## src/rtl/qts_div.sv

```systemverilog
// Pipelined restoring divider that retires one quotient bit per stage.
module qts_div #(
  parameter int unsigned QuotW = 31,
  parameter int unsigned SideW = 1
) (
  input  logic             clk_i,
  input  logic             rst_ni,
  input  logic             adv_i,
  input  logic             valid_i,
  input  logic [31:0]      rem_i,
  input  logic [QuotW-1:0] low_i,
  input  logic [31:0]      divisor_i,
  input  logic [SideW-1:0] side_i,
  output logic             valid_o,
  output logic [QuotW-1:0] quot_o,
  output logic [SideW-1:0] side_o
);

  logic [QuotW-1:0] vld_q;
  logic [31:0]      rem_q  [QuotW];
  logic [QuotW-1:0] word_q [QuotW];
  logic [SideW-1:0] side_q [QuotW];

  for (genvar k = 0; k < QuotW; k++) begin : g_step
    logic [31:0]      r_in;
    logic [QuotW-1:0] w_in;
    logic [SideW-1:0] s_in;
    logic             v_in;
    logic [32:0]      trial;
    logic             take;
    logic [31:0]      rem_d;
    logic [QuotW-1:0] word_d;

    if (k == 0) begin : g_first
      assign r_in = rem_i;
      assign w_in = low_i;
      assign s_in = side_i;
      assign v_in = valid_i;
    end else begin : g_next
      assign r_in = rem_q[k-1];
      assign w_in = word_q[k-1];
      assign s_in = side_q[k-1];
      assign v_in = vld_q[k-1];
    end

    assign trial  = {r_in, w_in[QuotW-1]} - {1'b0, divisor_i};
    assign take   = ~trial[32];
    assign rem_d  = take ? trial[31:0] : {r_in[30:0], w_in[QuotW-1]};
    assign word_d = {w_in[QuotW-2:0], take};

    always_ff @(posedge clk_i or negedge rst_ni) begin
      if (!rst_ni) begin
        vld_q[k] <= 1'b0;
      end else if (adv_i) begin
        vld_q[k] <= v_in;
      end
    end

    always_ff @(posedge clk_i) begin
      if (adv_i) begin
        rem_q[k]  <= rem_d;
        word_q[k] <= word_d;
        side_q[k] <= s_in;
      end
    end
  end

  assign valid_o = vld_q[QuotW-1];
  assign quot_o  = word_q[QuotW-1];
  assign side_o  = side_q[QuotW-1];

endmodule

```

## config.mk

```make
export PLATFORM = sky130hd
export DESIGN_NAME = qts_div
export DESIGN_NICKNAME = d
export VERILOG_FILES = /design/src/rtl/qts_div.sv
export SDC_FILE = /design/constraint.sdc
export NUM_CORES = 2
export LEC_CHECK = 0
export BUFFER_PORTS_ARGS = -buffer_cell sky130_fd_sc_hd__buf_4
export CAP_MARGIN = 20
export CELL_PAD_IN_SITES_DETAIL_PLACEMENT = 1
export CELL_PAD_IN_SITES_GLOBAL_PLACEMENT = 2
export CORE_MARGIN = 10
export CORE_UTILIZATION = 49
export DETAILED_ROUTE_END_ITERATION = 12
export GPL_TIMING_DRIVEN = 0
export HOLD_SLACK_MARGIN = 0.03
export PLACE_DENSITY = 0.84
export SLEW_MARGIN = 10
export SYNTH_ARGS = -nofsm -noshare
export SYNTH_HDL_FRONTEND = slang
export SYNTH_SLANG_ARGS = --single-unit
```

## constraint.sdc

```tcl
create_clock -name clk_i -period 8 [get_ports clk_i]
set_input_delay 1.6 -clock clk_i [delete_from_list [all_inputs] [get_ports clk_i]]
set_output_delay 1.6 -clock clk_i [all_outputs]
set_load 0.05 [all_outputs]
```

==> impl_results.md <==
- Status: finished clean
- Max-slew violation count: 0
- Clock share of power: about 17%
- Utilization after layout: a little under three fifths
- Unrepaired setup endpoints after global routing: no
- Post-CTS Hold Fix Bufs: 0
- TritonCTS clock tree: built
- Antenna violations before repair: 13
- CTS resizes: 0
- Setup Crit Path Kind: in2reg
- Fin crit period: ~6.4 ns
- RD Place Congestion: around 0.85
- WP data arrival: 6.98 ns
- Worst Skew: 0.0773 ns
- Clock Sinks: just under 2000
- DP Area: around 120000 µm²
- Layout Cell Area excl Fill: roughly 130000 µm²
- Register area share after synthesis: 50.5%
- Filler cells: ~24000
- Total Routing Usage GR: a little under a quarter
- Yosys Warn Count: 0
- HPWL after detailed placement: around 220000 µm
- EDFF count, synth: roughly 2000
- Worst EP required: about 8.6 ns
- # rows: ~180
- Number of unique standard cell types used by synthesis: 96
- Least-Margin Pin Slew: 1.09 ns
- Fin crit share: around 80%
- Cells after synthesis: just under 10000
- Switching power: 24.2 mW
- Yosys reg bits: 1983
- First-pass GRT wire length: ~480000 µm
- CP Capture Type: flip-flop
- Die area: about 260000 µm²
- Post-synth top flop: edfxtp_1
- Avg Synthesized Cell Area: around 12 µm²
- Power per cell area: roughly 480 nW/µm²
- Vias in the first global route: between 80000 and 90000
- Die W: between 500 and 600 µm
- Largest net degree at the start of global routing: roughly 180
- Initial Util: between 40% and 50%
- Clk buf depth: 3
- DRT iter0 DRCs: 4822
- Routed wire per std cell: 23.1 µm
- HP Class: reg2reg
- Layout cells sized above 1: 14.9%
- Maximum VDD drop: 268 µV
- Crit Path Max Fanout: 31
- Share of the synthesized area in the top cell type: roughly 50%
- Io pins: ~130
- Port Buffers: approximately 130
- Area Growth Syn to Fin: 11.7%
- Commonest non-fill, non-tap cell in the layout: edfxtp_1
- Startpoint Class: input pin
- Post-Syn Nets: 10800
- Die height: approximately 510 µm
- Worst Hold Depth: 0
- Cell area after synthesis: ~120000 µm²
- Final WL: 309000 µm
- Final Setup Violations: 0
- Max cap viols: 0
- Commonest non-fill, non-tap cells in the layout: edfxtp_1 (1952), ha_1 (991), mux2_2 (812), a21oi_1 (776), a21o_1 (569)
- Clock tree root buffer cell: clkbuf_16
- Synth area leader: edfxtp_1
- Relative slew slack: 26.7%
- Core area: around 240000 µm²
- Grt total ovfl: 0
- Dpl cells: approximately 13000
- Nets: between 10000 and 15000
- Area contributors post-synth: edfxtp_1 (50%), ha_1 (11%), mux2_2 (7.8%)
- Internal power: 38.3 mW
- R2R Setup Slk: 2.27 ns
- Cells on worst reg2reg path: 16
- Hold_ws: around 0.39 ns
- Drt drc: 0
- Sw frac: about two fifths
- Worst-skew pair later-pin latency: approximately 0.89 ns
- Final Hold Viols: 0
- Static Leak: between 50 and 60 nW
- TritonRoute pass-1 iters: 7
- Upper clock frequency limit: between 150 and 200 MHz
- Setup TNS: 0 ns
- Routed vias/inst: around 6
- Clk slew on worst S/H paths: 0.06 ns
- Reg power frac: 30.0%
- CTS Buf Count: 220
- Post-synth ARST share: between 1.5 and 2%
- H-tree depth: 4
- Combinational Power Share: between 50 and 60%
- Post-CTS Repair Setup Buffers: 0
- Finished Layout Cells: ~13000
- Vias: 78900
- Post-DRT Antenna Nets: 0
==> power by group through the flow <==
stage | clock network, mW | logic (mW) | registers, mW
2_1_floorplan | 0 | 25.3 | 17.9
3_3_place_gp | 0 | 31.8 | 19.2
3_5_place_dp | 0 | 33.0 | 19.0
4_1_cts | 10.7 | 33.4 | 18.8
5_1_grt | 11.2 | 36.7 | 19.1
6_report | 10.5 | 33.4 | 18.7
==> routing by layer <==
metal  wire [µm]  part of all wire (%)  global-route usage [%]  up-vias
li1            -                     -                       -    37700
met1      128000                    41                    28.2    39300
met2      160000                    52                    42.9     1278
met3       11000                   3.5                    2.87      573
met4       10600                   3.4                    7.57        2
met5          13                0.0042                       0        -
==> Yosys cell counts, types with 32 or more instances <==
cell and instances:
a211oi_1 57, a21boi_0 32, a21o_1 569, a21oi_1 776, a31oi_1 98, and2_1 43, and3_1 56, buf_2 72
clkbuf_1 124, edfxtp_1 1952, ha_1 991, inv_1 277, mux2_2 812, mux2i_1 74, nand2_1 448, nand2b_1 111
nand3_1 145, nand4_1 92, nor2_1 487, nor2b_1 142, nor3_1 98, o21a_1 142, o21ai_0 426, o21bai_1 99
o31ai_1 47, or3_1 32, xnor2_1 548, xor2_1 296
==> final timing paths <==
path                          startpoint              end
min in group asynchronous         rst_ni  g_step[11].v_in
setup / recovery            divisor_i[0]     rem_q[0][76]
setup reg to reg           word_q[1][30]     rem_q[0][76]
hold / removal             word_q[0][29]    word_q[1][30]
max in group asynchronous         rst_ni  g_step[20].v_in
hold reg to reg            word_q[0][29]    word_q[1][30]
==> cell type report <==
cell class	instances	area [µm²]	share of cell area, %
Antenna cell	2	5.00	0.00381
Buffer	219	1000	0.761
Clock buffer	251	5640	4.29
Clock inverter	160	1860	1.42
Inverter	277	1120	0.850
Multi-Input combinational cell	7153	56200	42.8
Sequential cell	1983	59400	45.2
Tap cell	3167	3960	3.02
Timing Repair Buffer	179	2180	1.66
==> state kept, by name, summed over array words and instances, names as in the netlist <==
register and cells:
word_q 961, rem_q 960, side_q 31, valid_o 1
g_step.v_in 30
==> metrics by stage <==
stage / setup WS [ns] / power, mW
3_3_place_gp: -12.21 / 51.1
4_1_cts: 1.70 / 63.0
6_report: 1.61 / 62.6
5_1_grt: 1.25 / 67.0
3_5_place_dp: 0.778 / 52.0
2_1_floorplan: 2.37 / 43.1
==> worst max-delay path, stage by stage <==
cell	delay, ns
buf_4	0.35
ha_1	0.37
fa_1	0.42
nor2b_1	0.12
o21ai_0	0.12
a21boi_0	0.46
o21ai_0	0.23
a211oi_1	0.58
o21ai_0	0.28
a21oi_1	0.32
a31oi_1	0.19
o21ai_0	0.24
a21oi_1	0.12
xor2_1	0.73
buf_2	0.41
mux2_2	0.39
==> kinds of logic after synthesis <==
logic type               after synthesis  synth area share (%)
flip-flops                          1983                  50.5
AO/OA/AOI/OAI                       2609                  14.4
adder cells (fa/ha/maj)             1021                  11.0
buffers and inverters                496                  1.73
multiplexers                         915                  8.76
AND/OR/NAND/NOR                     1760                  7.24
XOR/XNOR                             848                  6.34
(Power assumes the default switching activity.)
